$ cat src/ph_ec_dosing_controller_defines.svh
// assertion macros for the ph/ec dosing controller
// used by the top level only, no other dependencies
`ifndef PH_EC_DOSING_CONTROLLER_DEFINES_SVH
`define PH_EC_DOSING_CONTROLLER_DEFINES_SVH

// same-cycle implication, checked outside reset
`define PHEC_ASSERT_SAME(label, clk, rstn, ante, cons, msg) \
    label: assert property (@(posedge clk) disable iff (!rstn) (ante) |-> (cons)) \
        else $error(msg);

// next-cycle implication, checked outside reset
`define PHEC_ASSERT_NEXT(label, clk, rstn, ante, cons, msg) \
    label: assert property (@(posedge clk) disable iff (!rstn) (ante) |=> (cons)) \
        else $error(msg);

`endif

$ cat src/phec_pkg.sv
// shared types, codes and constants of the ph/ec dosing controller
// no dependencies
`timescale 1ns / 1ps

package phec_pkg;

    localparam int PH_W   = 11;
    localparam int EC_W   = 13;
    localparam int IDX_W  = 3;
    localparam int DATA_W = 13;

    localparam int TICK_WIDTH_DEF = 16;

    typedef enum logic [1:0] {
        OP_TICK    = 2'd0,
        OP_MEASURE = 2'd1,
        OP_PROCESS = 2'd2,
        OP_CLEAR   = 2'd3
    } op_t;

    typedef enum logic [1:0] {
        IND_LOW  = 2'd0,
        IND_OPT  = 2'd1,
        IND_HIGH = 2'd2
    } ind_t;

    // register indexes
    typedef enum logic [IDX_W-1:0] {
        REG_PH_VALID_MIN  = 3'd0,
        REG_PH_VALID_MAX  = 3'd1,
        REG_PH_LOW_LEVEL  = 3'd2,
        REG_PH_HIGH_LEVEL = 3'd3,
        REG_EC_VALID_MIN  = 3'd4,
        REG_EC_VALID_MAX  = 3'd5,
        REG_EC_LOW_LEVEL  = 3'd6,
        REG_EC_HIGH_LEVEL = 3'd7
    } reg_idx_t;

    localparam logic [PH_W-1:0] PH_VALID_MIN_RST  = 11'd0;
    localparam logic [PH_W-1:0] PH_VALID_MAX_RST  = 11'd1400;
    localparam logic [PH_W-1:0] PH_LOW_LEVEL_RST  = 11'd550;
    localparam logic [PH_W-1:0] PH_HIGH_LEVEL_RST = 11'd650;
    localparam logic [EC_W-1:0] EC_VALID_MIN_RST  = 13'd0;
    localparam logic [EC_W-1:0] EC_VALID_MAX_RST  = 13'd8191;
    localparam logic [EC_W-1:0] EC_LOW_LEVEL_RST  = 13'd800;
    localparam logic [EC_W-1:0] EC_HIGH_LEVEL_RST = 13'd1500;

    // pump schedule on the tick timers
    localparam int PULSE_ON_LO  = 10;
    localparam int PULSE_ON_HI  = 12;
    localparam int PULSE_OFF_LO = 15;
    localparam int PULSE_OFF_HI = 17;

    // flag and pump bit positions
    localparam int B_PH_LOW  = 0;
    localparam int B_PH_HIGH = 1;
    localparam int B_EC_LOW  = 2;
    localparam int B_EC_HIGH = 3;

    typedef struct packed {
        logic [PH_W-1:0] ph_valid_min;
        logic [PH_W-1:0] ph_valid_max;
        logic [PH_W-1:0] ph_low_level;
        logic [PH_W-1:0] ph_high_level;
        logic [EC_W-1:0] ec_valid_min;
        logic [EC_W-1:0] ec_valid_max;
        logic [EC_W-1:0] ec_low_level;
        logic [EC_W-1:0] ec_high_level;
    } cfg_t;

    typedef struct packed {
        ind_t       ph_ind;
        ind_t       ec_ind;
        logic [3:0] pumps;
        logic [3:0] flags;
    } status_t;

    function automatic ind_t classify(input logic [EC_W-1:0] v,
                                      input logic [EC_W-1:0] lo,
                                      input logic [EC_W-1:0] hi);
        ind_t r;
        if (v <= lo) begin
            r = IND_LOW;
        end else if (v >= hi) begin
            r = IND_HIGH;
        end else begin
            r = IND_OPT;
        end
        return r;
    endfunction

    function automatic logic ph_low_band(input logic [PH_W-1:0] d);
        return (d >= 11'd10  && d <= 11'd200) || (d >= 11'd210 && d <= 11'd250) ||
               (d >= 11'd260 && d <= 11'd350) || (d >= 11'd360 && d <= 11'd450);
    endfunction

    function automatic logic ph_high_band(input logic [PH_W-1:0] d);
        return (d >= 11'd10  && d <= 11'd50)  || (d >= 11'd60 && d <= 11'd100) ||
               (d >= 11'd110 && d <= 11'd150) || (d >= 11'd160 && d <= 11'd700);
    endfunction

    localparam logic [EC_W-1:0] EC_LOW_BAND_MAX  = 13'd800;
    localparam logic [EC_W-1:0] EC_HIGH_BAND_MAX = 13'd500;

endpackage

$ cat src/phec_cfg_regs.sv
// configuration register file, eight threshold registers
// depends on phec_pkg
`timescale 1ns / 1ps

module phec_cfg_regs (
    input  logic                        aclk,
    input  logic                        aresetn,
    input  logic                        wr_en,
    input  logic [phec_pkg::IDX_W-1:0]  wr_addr,
    input  logic [phec_pkg::DATA_W-1:0] wr_data,
    output phec_pkg::cfg_t              cfg
);
    import phec_pkg::*;

    cfg_t cfg_reg;
    cfg_t cfg_next;

    always_comb begin
        cfg_next = cfg_reg;
        if (wr_en) begin
            case (reg_idx_t'(wr_addr))
                REG_PH_VALID_MIN:  cfg_next.ph_valid_min  = wr_data[PH_W-1:0];
                REG_PH_VALID_MAX:  cfg_next.ph_valid_max  = wr_data[PH_W-1:0];
                REG_PH_LOW_LEVEL:  cfg_next.ph_low_level  = wr_data[PH_W-1:0];
                REG_PH_HIGH_LEVEL: cfg_next.ph_high_level = wr_data[PH_W-1:0];
                REG_EC_VALID_MIN:  cfg_next.ec_valid_min  = wr_data[EC_W-1:0];
                REG_EC_VALID_MAX:  cfg_next.ec_valid_max  = wr_data[EC_W-1:0];
                REG_EC_LOW_LEVEL:  cfg_next.ec_low_level  = wr_data[EC_W-1:0];
                REG_EC_HIGH_LEVEL: cfg_next.ec_high_level = wr_data[EC_W-1:0];
                default:           cfg_next = cfg_reg;
            endcase
        end
    end

    always_ff @(posedge aclk) begin
        if (!aresetn) begin
            cfg_reg.ph_valid_min  <= PH_VALID_MIN_RST;
            cfg_reg.ph_valid_max  <= PH_VALID_MAX_RST;
            cfg_reg.ph_low_level  <= PH_LOW_LEVEL_RST;
            cfg_reg.ph_high_level <= PH_HIGH_LEVEL_RST;
            cfg_reg.ec_valid_min  <= EC_VALID_MIN_RST;
            cfg_reg.ec_valid_max  <= EC_VALID_MAX_RST;
            cfg_reg.ec_low_level  <= EC_LOW_LEVEL_RST;
            cfg_reg.ec_high_level <= EC_HIGH_LEVEL_RST;
        end else begin
            cfg_reg <= cfg_next;
        end
    end

    assign cfg = cfg_reg;

endmodule

$ cat src/phec_core.sv
// controller state: timers, latched readings, valid marks, dosing flags, pumps
// and indicators, with the per-request update logic; depends on phec_pkg
`timescale 1ns / 1ps

module phec_core #(
    parameter int TICK_WIDTH = phec_pkg::TICK_WIDTH_DEF
) (
    input  logic                      aclk,
    input  logic                      aresetn,
    input  logic                      step,
    input  phec_pkg::op_t             op,
    input  logic [phec_pkg::PH_W-1:0] ph_reading,
    input  logic [phec_pkg::EC_W-1:0] ec_reading,
    input  phec_pkg::cfg_t            cfg,
    output phec_pkg::status_t         status_next
);
    import phec_pkg::*;

    logic [TICK_WIDTH-1:0] ph_tick_reg, ph_tick_next;
    logic [TICK_WIDTH-1:0] ec_tick_reg, ec_tick_next;
    logic [PH_W-1:0]       ph_latched_reg, ph_latched_next;
    logic [EC_W-1:0]       ec_latched_reg, ec_latched_next;
    logic [1:0]            marks_reg, marks_next;
    logic [3:0]            flags_reg, flags_next;
    logic [3:0]            pumps_reg, pumps_next;
    ind_t                  ph_ind_reg, ph_ind_next;
    ind_t                  ec_ind_reg, ec_ind_next;

    logic [PH_W-1:0] ph_low_diff, ph_high_diff;
    logic [EC_W-1:0] ec_low_diff, ec_high_diff;
    logic [3:0]      keep;
    logic            ph_on_win, ph_off_win, ec_on_win, ec_off_win;
    logic [3:0]      on_win, off_win;

    // deviations, only meaningful where the sign test passes
    assign ph_low_diff  = cfg.ph_low_level - ph_latched_reg;
    assign ph_high_diff = ph_latched_reg - cfg.ph_high_level;
    assign ec_low_diff  = cfg.ec_low_level - ec_latched_reg;
    assign ec_high_diff = ec_latched_reg - cfg.ec_high_level;

    assign keep[B_PH_LOW]  = (cfg.ph_low_level >= ph_latched_reg) && ph_low_band(ph_low_diff);
    assign keep[B_PH_HIGH] = (ph_latched_reg >= cfg.ph_high_level) && ph_high_band(ph_high_diff);
    assign keep[B_EC_LOW]  = (cfg.ec_low_level >= ec_latched_reg) &&
                             (ec_low_diff <= EC_LOW_BAND_MAX);
    assign keep[B_EC_HIGH] = (ec_latched_reg >= cfg.ec_high_level) &&
                             (ec_high_diff <= EC_HIGH_BAND_MAX);

    assign ph_on_win  = (ph_tick_reg >= TICK_WIDTH'(PULSE_ON_LO)) &&
                        (ph_tick_reg <= TICK_WIDTH'(PULSE_ON_HI));
    assign ph_off_win = (ph_tick_reg >= TICK_WIDTH'(PULSE_OFF_LO)) &&
                        (ph_tick_reg <= TICK_WIDTH'(PULSE_OFF_HI));
    assign ec_on_win  = (ec_tick_reg >= TICK_WIDTH'(PULSE_ON_LO)) &&
                        (ec_tick_reg <= TICK_WIDTH'(PULSE_ON_HI));
    assign ec_off_win = (ec_tick_reg >= TICK_WIDTH'(PULSE_OFF_LO)) &&
                        (ec_tick_reg <= TICK_WIDTH'(PULSE_OFF_HI));

    assign on_win  = {ec_on_win, ec_on_win, ph_on_win, ph_on_win};
    assign off_win = {ec_off_win, ec_off_win, ph_off_win, ph_off_win};

    always_comb begin
        ph_tick_next    = ph_tick_reg;
        ec_tick_next    = ec_tick_reg;
        ph_latched_next = ph_latched_reg;
        ec_latched_next = ec_latched_reg;
        marks_next      = marks_reg;
        flags_next      = flags_reg;
        pumps_next      = pumps_reg;
        ph_ind_next     = ph_ind_reg;
        ec_ind_next     = ec_ind_reg;
        case (op)
            OP_TICK: begin
                if (ph_tick_reg != {TICK_WIDTH{1'b1}}) begin
                    ph_tick_next = ph_tick_reg + 1'b1;
                end
                if (ec_tick_reg != {TICK_WIDTH{1'b1}}) begin
                    ec_tick_next = ec_tick_reg + 1'b1;
                end
            end
            OP_MEASURE: begin
                ph_latched_next = ph_reading;
                ec_latched_next = ec_reading;
                if (ph_reading > cfg.ph_valid_min && ph_reading < cfg.ph_valid_max) begin
                    marks_next[0] = 1'b1;
                end
                if (ec_reading > cfg.ec_valid_min && ec_reading < cfg.ec_valid_max) begin
                    marks_next[1] = 1'b1;
                end
                if (marks_next[0]) begin
                    ph_ind_next = classify(EC_W'(ph_reading), EC_W'(cfg.ph_low_level),
                                           EC_W'(cfg.ph_high_level));
                    if (ph_ind_next == IND_LOW) begin
                        flags_next[B_PH_LOW] = 1'b1;
                    end else if (ph_ind_next == IND_HIGH) begin
                        flags_next[B_PH_HIGH] = 1'b1;
                    end
                end
                if (marks_next[1]) begin
                    ec_ind_next = classify(ec_reading, cfg.ec_low_level, cfg.ec_high_level);
                    if (ec_ind_next == IND_LOW) begin
                        flags_next[B_EC_LOW] = 1'b1;
                    end else if (ec_ind_next == IND_HIGH) begin
                        flags_next[B_EC_HIGH] = 1'b1;
                    end
                end
            end
            OP_PROCESS: begin
                for (int b = 0; b < 4; b++) begin
                    if (flags_reg[b]) begin
                        if (!keep[b]) begin
                            flags_next[b] = 1'b0;
                        end else if (on_win[b]) begin
                            pumps_next[b] = 1'b1;
                        end else if (off_win[b]) begin
                            pumps_next[b] = 1'b0;
                            flags_next[b] = 1'b0;
                        end
                    end
                end
            end
            OP_CLEAR: begin
                ph_tick_next = '0;
                ec_tick_next = '0;
            end
            default: begin
                ph_tick_next = ph_tick_reg;
            end
        endcase
    end

    always_ff @(posedge aclk) begin
        if (!aresetn) begin
            ph_tick_reg    <= '0;
            ec_tick_reg    <= '0;
            ph_latched_reg <= '0;
            ec_latched_reg <= '0;
            marks_reg      <= '0;
            flags_reg      <= '0;
            pumps_reg      <= '0;
            ph_ind_reg     <= IND_OPT;
            ec_ind_reg     <= IND_OPT;
        end else if (step) begin
            ph_tick_reg    <= ph_tick_next;
            ec_tick_reg    <= ec_tick_next;
            ph_latched_reg <= ph_latched_next;
            ec_latched_reg <= ec_latched_next;
            marks_reg      <= marks_next;
            flags_reg      <= flags_next;
            pumps_reg      <= pumps_next;
            ph_ind_reg     <= ph_ind_next;
            ec_ind_reg     <= ec_ind_next;
        end
    end

    assign status_next.ph_ind = ph_ind_next;
    assign status_next.ec_ind = ec_ind_next;
    assign status_next.pumps  = pumps_next;
    assign status_next.flags  = flags_next;

endmodule

$ cat src/ph_ec_dosing_controller.sv
// channel   | handshake          | payload
// s_ (in)   | s_valid / s_ready  | s_operation, s_ph_reading, s_ec_reading
// m_ (out)  | m_valid / m_ready  | indicators, pump states, pending flags, dosing_done
// cfg (reg) | cfg_valid/cfg_ready| cfg_addr, cfg_wdata
//
// one request per cycle sustained while m_ready keeps up; a result is presented once its request
// has passed the input register, then the state update into the result register
// cfg_ready is always high, a register write takes effect on the next edge
// aresetn is synchronous: timers, marks and flags clear, pumps off, indicators optimum
// a stalled result holds the input register; s_ready drops only when both are full
// depends on phec_pkg, phec_cfg_regs, phec_core and ph_ec_dosing_controller_defines.svh
`timescale 1ns / 1ps
`include "ph_ec_dosing_controller_defines.svh"

module ph_ec_dosing_controller #(
    parameter int TICK_WIDTH = phec_pkg::TICK_WIDTH_DEF
) (
    input  logic                        aclk,
    input  logic                        aresetn,
    input  logic                        s_valid,
    output logic                        s_ready,
    input  logic [1:0]                  s_operation,
    input  logic [phec_pkg::PH_W-1:0]   s_ph_reading,
    input  logic [phec_pkg::EC_W-1:0]   s_ec_reading,
    output logic                        m_valid,
    input  logic                        m_ready,
    output logic [1:0]                  m_ph_indicator,
    output logic [1:0]                  m_ec_indicator,
    output logic                        m_ph_raise_pump,
    output logic                        m_ph_lower_pump,
    output logic                        m_ec_raise_pumps,
    output logic                        m_ec_lower_pump,
    output logic                        m_ph_low_pending,
    output logic                        m_ph_high_pending,
    output logic                        m_ec_low_pending,
    output logic                        m_ec_high_pending,
    output logic                        m_dosing_done,
    input  logic                        cfg_valid,
    output logic                        cfg_ready,
    input  logic [phec_pkg::IDX_W-1:0]  cfg_addr,
    input  logic [phec_pkg::DATA_W-1:0] cfg_wdata
);
    import phec_pkg::*;

    cfg_t            cfg;
    status_t         status_next;
    status_t         out_reg;
    logic            in_valid_reg, in_valid_next;
    logic            m_valid_reg, m_valid_next;
    op_t             op_reg;
    logic [PH_W-1:0] ph_reg;
    logic [EC_W-1:0] ec_reg;
    logic            advance;
    logic            s_fire;

    assign cfg_ready = 1'b1;

    phec_cfg_regs u_cfg (
        .aclk    (aclk),
        .aresetn (aresetn),
        .wr_en   (cfg_valid),
        .wr_addr (cfg_addr),
        .wr_data (cfg_wdata),
        .cfg     (cfg)
    );

    // the request in the input register moves on when the result slot is free or is being taken
    assign advance = in_valid_reg && (!m_valid_reg || m_ready);
    assign s_ready = !in_valid_reg || advance;
    assign s_fire  = s_valid && s_ready;

    always_comb begin
        in_valid_next = (in_valid_reg && !advance) || s_fire;
        m_valid_next  = (m_valid_reg && !m_ready) || advance;
    end

    always_ff @(posedge aclk) begin
        if (!aresetn) begin
            in_valid_reg <= 1'b0;
            m_valid_reg  <= 1'b0;
        end else begin
            in_valid_reg <= in_valid_next;
            m_valid_reg  <= m_valid_next;
        end
    end

    always_ff @(posedge aclk) begin
        if (s_fire) begin
            op_reg <= op_t'(s_operation);
            ph_reg <= s_ph_reading;
            ec_reg <= s_ec_reading;
        end
        if (advance) begin
            out_reg <= status_next;
        end
    end

    phec_core #(
        .TICK_WIDTH (TICK_WIDTH)
    ) u_core (
        .aclk        (aclk),
        .aresetn     (aresetn),
        .step        (advance),
        .op          (op_reg),
        .ph_reading  (ph_reg),
        .ec_reading  (ec_reg),
        .cfg         (cfg),
        .status_next (status_next)
    );

    assign m_valid           = m_valid_reg;
    assign m_ph_indicator    = out_reg.ph_ind;
    assign m_ec_indicator    = out_reg.ec_ind;
    assign m_ph_raise_pump   = out_reg.pumps[B_PH_LOW];
    assign m_ph_lower_pump   = out_reg.pumps[B_PH_HIGH];
    assign m_ec_raise_pumps  = out_reg.pumps[B_EC_LOW];
    assign m_ec_lower_pump   = out_reg.pumps[B_EC_HIGH];
    assign m_ph_low_pending  = out_reg.flags[B_PH_LOW];
    assign m_ph_high_pending = out_reg.flags[B_PH_HIGH];
    assign m_ec_low_pending  = out_reg.flags[B_EC_LOW];
    assign m_ec_high_pending = out_reg.flags[B_EC_HIGH];
    assign m_dosing_done     = ~|out_reg.flags;

    `PHEC_ASSERT_NEXT(a_in_hold, aclk, aresetn, in_valid_reg && !advance, in_valid_reg && $stable(op_reg), "stalled request left the input register")
    `PHEC_ASSERT_SAME(a_refill_moves, aclk, aresetn, s_fire && in_valid_reg, advance, "input register overwritten before its request moved on")
    `PHEC_ASSERT_NEXT(a_result_loaded, aclk, aresetn, advance, m_valid_reg, "request moved on but no result was presented")
    `PHEC_ASSERT_SAME(a_done_flags, aclk, aresetn, m_valid_reg && m_dosing_done, !m_ph_low_pending && !m_ph_high_pending && !m_ec_low_pending && !m_ec_high_pending, "dosing reported done with a request still pending")

endmodule
$ cat config.mk
export PLATFORM = sky130hd
export DESIGN_NAME = ph_ec_dosing_controller
export DESIGN_NICKNAME = d
export VERILOG_FILES = /design/src/phec_pkg.sv /design/src/phec_cfg_regs.sv /design/src/phec_core.sv /design/src/ph_ec_dosing_controller.sv
export VERILOG_INCLUDE_DIRS = /design/src /design/src/src
export SDC_FILE = /design/constraint.sdc
export NUM_CORES = 1
export LEC_CHECK = 0
export BUFFER_PORTS_ARGS = -buffer_cell sky130_fd_sc_hd__buf_4
export CAP_MARGIN = 30
export CORE_UTILIZATION = 47
export DETAILED_ROUTE_END_ITERATION = 6
export HOLD_SLACK_MARGIN = 0.1
export SYNTH_ARGS = -nofsm -noshare
export SYNTH_HDL_FRONTEND = slang
export SYNTH_SLANG_ARGS = --single-unit
$ cat constraint.sdc
create_clock -name aclk -period 4.35 [get_ports aclk]
set_input_delay 1.305 -clock aclk [delete_from_list [all_inputs] [get_ports aclk]]
set_output_delay 1.305 -clock aclk [all_outputs]
set_load 0.01 [all_outputs]
* After elaboration in Yosys (flattened, before gate mapping) *
Index checks and enable logic that the tools add are counted.

cells by class
  reduce and logical (&&, ||, !) cells = 54
  eq/ne operators = 16
  $add $sub $neg = 6
  order comparisons = 38
  mux-type cells = 58

operators by type and width
  operator                 count
  $ge A16 B4 Y1 const B    4
  $pmux W16 S2             2
  $ge A13 B13 Y1           3
  $mux W1                  38
  $ge A11 B11 Y1           3
  $le A11 B8 Y1 const B    3
  $add A16 B1 Y16 const B  2
  $le A16 B4 Y1 const B    2
  $le A16 B5 Y1 const B    2
  $mux W16                 2
  $ne A16 B16 Y1 const B   2
  $mux W2                  14
  $sub A13 B13 Y13         2
  $ge A11 B4 Y1 const B    2
  $ge A11 B8 Y1 const B    2
  $ge A11 B9 Y1 const B    2
  $le A11 B9 Y1 const B    2
  $logic_and A1 B1 Y1      22
  $sub A11 B11 Y11         2
  $reduce_and A2 Y1        9
  $gt A13 B13 Y1           1
  $le A13 B10 Y1 const B   1
  $le A13 B13 Y1           1
  $le A13 B9 Y1 const B    1
  other kinds (24)         48

word-level totals
  logic and storage cells = 198
  output and inout bits = 16
  register bits = 206
  bits of input ports = 47

* Depth between registers and ports, before layout *
  depth in word-level cells = 11
  gate-level depth with buffers = 13
  gate-level depth less buffers = 13

* Hierarchy *
A second synthesis with hierarchy kept.

unflattened totals
  cells, all modules = 1,520
  area, all modules = 13,339.0 µm²

modules (own cells, without submodules)
  module                   times used  seq. area each (µm²)  cells an instance  area an instance (µm²)
  phec_core                1           1,401.3               1,118              8,380.5
  phec_cfg_regs            1           1,921.8               352                3,708.6
  ph_ec_dosing_controller  1           1,181.1               50                 1,249.9

* Least setup slack after synthesis *
OpenSTA, ideal clock, no wires.

  path type = input port to flip-flop
  from = input port m_ready
  to = register u_core.ec_tick_reg[12]
  slack = 1.203 ns
  data arrival time = 3.077 ns
  stages on the path = 9
  required time = 4.279 ns
  library setup time = 0.071 ns
  path buffers = 0
  path through = nor2b_1 nand2b_1 inv_1 o21ai_1 a21oi_1 nand2b_1 or3_1 or3_1 a21oi_1

between the ends
  longest elaborated chain between the ends = 3

ends and longest elaborated chain
  what                                line                           text
  start: declaration                  ph_ec_dosing_controller.sv:26  input logic m_ready,
  $logic_or A1 B1 Y1                  ph_ec_dosing_controller.sv:68  assign advance = in_valid_reg && (!m_valid_reg || m_ready);
  $logic_and A1 B1 Y1                 ph_ec_dosing_controller.sv:68
  $reduce_and A3 Y1 (no source line)  n/a
  end signal: assignment              phec_core.sv:143               ec_tick_reg <= ec_tick_next;
  end: declaration                    phec_core.sv:20                logic [TICK_WIDTH-1:0] ec_tick_reg, ec_tick_next;

No other way between the ends.
A chain may end at the register's enable or synchronous reset.

==> out/results.txt <==
Crit path DAT: 3.64 ns
Outcome: finished, final reports clean
Post-CTS sizing: 0
Worst relative slew slack: 0.322
DR DRC count: 0
Hold Path Class: reg -> reg
Clock sinks: 206
Die area: 27300 um2
Fin crit share: 0.772
Vias after detailed routing: 10700
PwrDens: 338 nW/um2
H-tree levels: 1
Maximum root-to-sink buffer count: 3
CTS root buffer: clkbuf_16
Fraction of the mapped netlist area in compound gates: 0.189
Final hold violation count: 0
CP endpoint kind: flop
Die Span Y: 165 um
Final core utilization: 0.542
Initial antenna violation count: 0
Chip width: 165 um
Post-synth top flop: dfxtp_1
YS warnings: 0
Post-CTS Hold Buffers: 0
Required @ worst endpoint: 4.63 ns
Detail Route Antenna Nets: 0
Final setup skew: 0.0219 ns
Synth area leaders: dfxtp_1, ha_1, edfxtp_1, nand2_1, a21oi_1
Post-CTS setup buffers: 0
Finish-stage setup viols: 0
Ratio of cells with drive above 1 in the final layout: 0.0832
Gp weighted congestion: 0.860
First DRT Iteration DRCs: 551
I/O pin count: 63
Async set-reset flop share out of synthesis: 0
CP Launch Type: flop
Yosys reg bits: 206
Mapped Cells: 1532
Largest register FFs: 96
Max FO, Critical Path: 5
Final Max Tran Viols: 0
Sequential fraction of the synthesis area: 0.360
Peak VDD IR: 0.331 mV
Main combinational cell family by area after synthesis: simple AND/OR/NAND/NOR gates
Buffers on Ports: 61
Number of global-route vias before repair: 9925
Adder and majority gate portion of the synthesized area: 0.155
1st-pass router iterations: 5
Fin Setup TNS: 0 ns
Post-synthesis net count: 1733
Post-synthesis mux area share: 0.00820
Top-area cell type share of the netlist area: 0.269
Area Overhead vs Synth: 13.0%
First-pass GRT wire length: 51.6 mm
Largest net degree at the start of global routing: 87
Core area: 26100 um2
Post-synthesis average cell area: 8.17 um2
Starting Density: 0.480
Xor/xnor share of the synthesized area: 0.0308
Place WS: 0.967 ns
GRT overflow: 0
Area leader, netlist: dfxtp_1
Number of synthesized flops with an enable pin: 38
# diodes: 0
Simple-gate share of the synthesized area: 0.193
Fmax: 298 MHz
Minimum clock period: 3.36 ns
Worst skew pair latency: 0.54 ns
Crit Path Class: reg -> reg
Hpwl dp: 23.7 mm
CTS tree: built
Leakage power: 5.72 nW
DR WL/cell: 16.9 um
Max Cap Viol: 0
Total wire length: 32.6 mm
Fillers: 2468
Final #Nets: 1779
RSZ-0062 raised after global routing: no
Total CTS buffers: 26
Clk pin slew, worst setup/hold paths: 0.06 ns
DR vias/cell: 5.54
Final setup margin: 0.993 ns
Count of different cell masters after synthesis: 75
Total GRT Usage: 0.242
Synthesized area: 12500 um2
Cell row count: 59
Worst Max-Slew Pin Slew: 1.01 ns
[metrics by stage]
step / std cells / instance area (um2) / total power, mW / hold slack [ns]
4_1_cts: 1933 / 14100 / 4.81 / 0.456
3_3_place_gp: 1885 / 13300 / 2.66 / 0.444
5_1_grt: 1933 / 14100 / 4.97 / 0.470
6_report: 1933 / 14100 / 4.77 / 0.452
3_5_place_dp: 1885 / 13300 / 2.67 / 0.447
2_1_floorplan: 1532 / 12500 / 2.47 / 0.432
[report_power, final]
group          total (mW)  internal, mW  switching (mW)
Sequential           2.06          2.00          0.0561
Clock                2.14          1.28           0.856
Combinational       0.578         0.232           0.345
[routing by layer]
metal	global-route usage	part of all wire	vias to the layer above
li1	-	-	5450
met1	0.330	0.49	5015
met2	0.406	0.45	204
met3	0.0300	0.039	41
met4	0.0530	0.017	0
met5	0	0	-
[kinds of logic (layout without fill, tap and decap cells)]
kind of cell	count (synthesis)	count (layout)
XOR/XNOR	44	44
buffers and inverters	206	272
multiplexers	10	10
AND/OR/NAND/NOR	537	537
AO/OA/AOI/OAI	374	374
adder cells (fa/ha/maj)	154	154
other	1	1
flip-flops	206	206
[worst max-delay path, cell delays in order (launching register included)]
cell and delay (ns):
dfxtp_1 0.33, inv_1 0.07, ha_1 0.16, inv_1 0.05
fa_1 0.44, a211oi_1 0.40, o21bai_1 0.14, a21oi_1 0.23
xnor2_1 0.24, nand2_1 0.13, o22a_1 0.21, a311oi_2 0.42
or3_4 0.23, nand2b_1 0.05
[final cells by class]
| class | instances | area [um2] | share of cell area |
|---|---|---|---|
| clock buffers | 34 | 711 | 0.0503 |
| clock inverters | 14 | 154 | 0.0109 |
| inverters | 150 | 563 | 0.0398 |
| multi-input cells | 1120 | 7210 | 0.510 |
| flip-flops and latches | 206 | 4500 | 0.319 |
| well taps | 335 | 419 | 0.0297 |
| repair buffers | 74 | 568 | 0.0402 |
[synth_stat cells, drive strengths merged (5+ instances only)]
library cell,number
a2111oi,7
a211oi,8
a21o,22
a21oi,154
a31oi,7
and2,6
and3,8
clkbuf,54
dfxtp,168
edfxtp,38
ha,152
inv,150
mux2i,8
nand2,273
nand2b,25
nand3,33
nand4,19
nor2,92
nor2b,16
nor3,21
nor4,11
o2111ai,5
o211ai,44
o21a,7
o21ai,59
o31ai,8
or2,5
or3,12
xnor2,18
xor2,26
[cell usage in the layout, fill, tap and decap left out, types with 18 or more instances in the layout]
master       n
o211ai_1    44
nand4_1     19
buf_4       73
nand2b_1    25
a21o_1      22
xnor2_1     18
dfxtp_1    168
nand2_1    273
a21oi_1    153
clkbuf_16   26
xor2_1      26
nand3_1     33
o21ai_0     58
nor3_1      21
ha_1       152
inv_1      149
edfxtp_1    38
nor2_1      92
[path summary, 6_finish.rpt]
| kind | from | to | slack, ns | cells past startpoint |
|---|---|---|---|---|
| setup / recovery | u_cfg.cfg[63] | m_ph_low_pending | 0.99 | 13 |
| hold / removal | u_cfg.cfg[12] | u_cfg.cfg[12] | 0.45 | 2 |
| setup reg to reg | u_cfg.cfg[63] | m_ph_low_pending | 0.99 | 13 |
| hold reg to reg | u_cfg.cfg[12] | u_cfg.cfg[12] | 0.45 | 2 |
(Power assumes the default switching activity.)
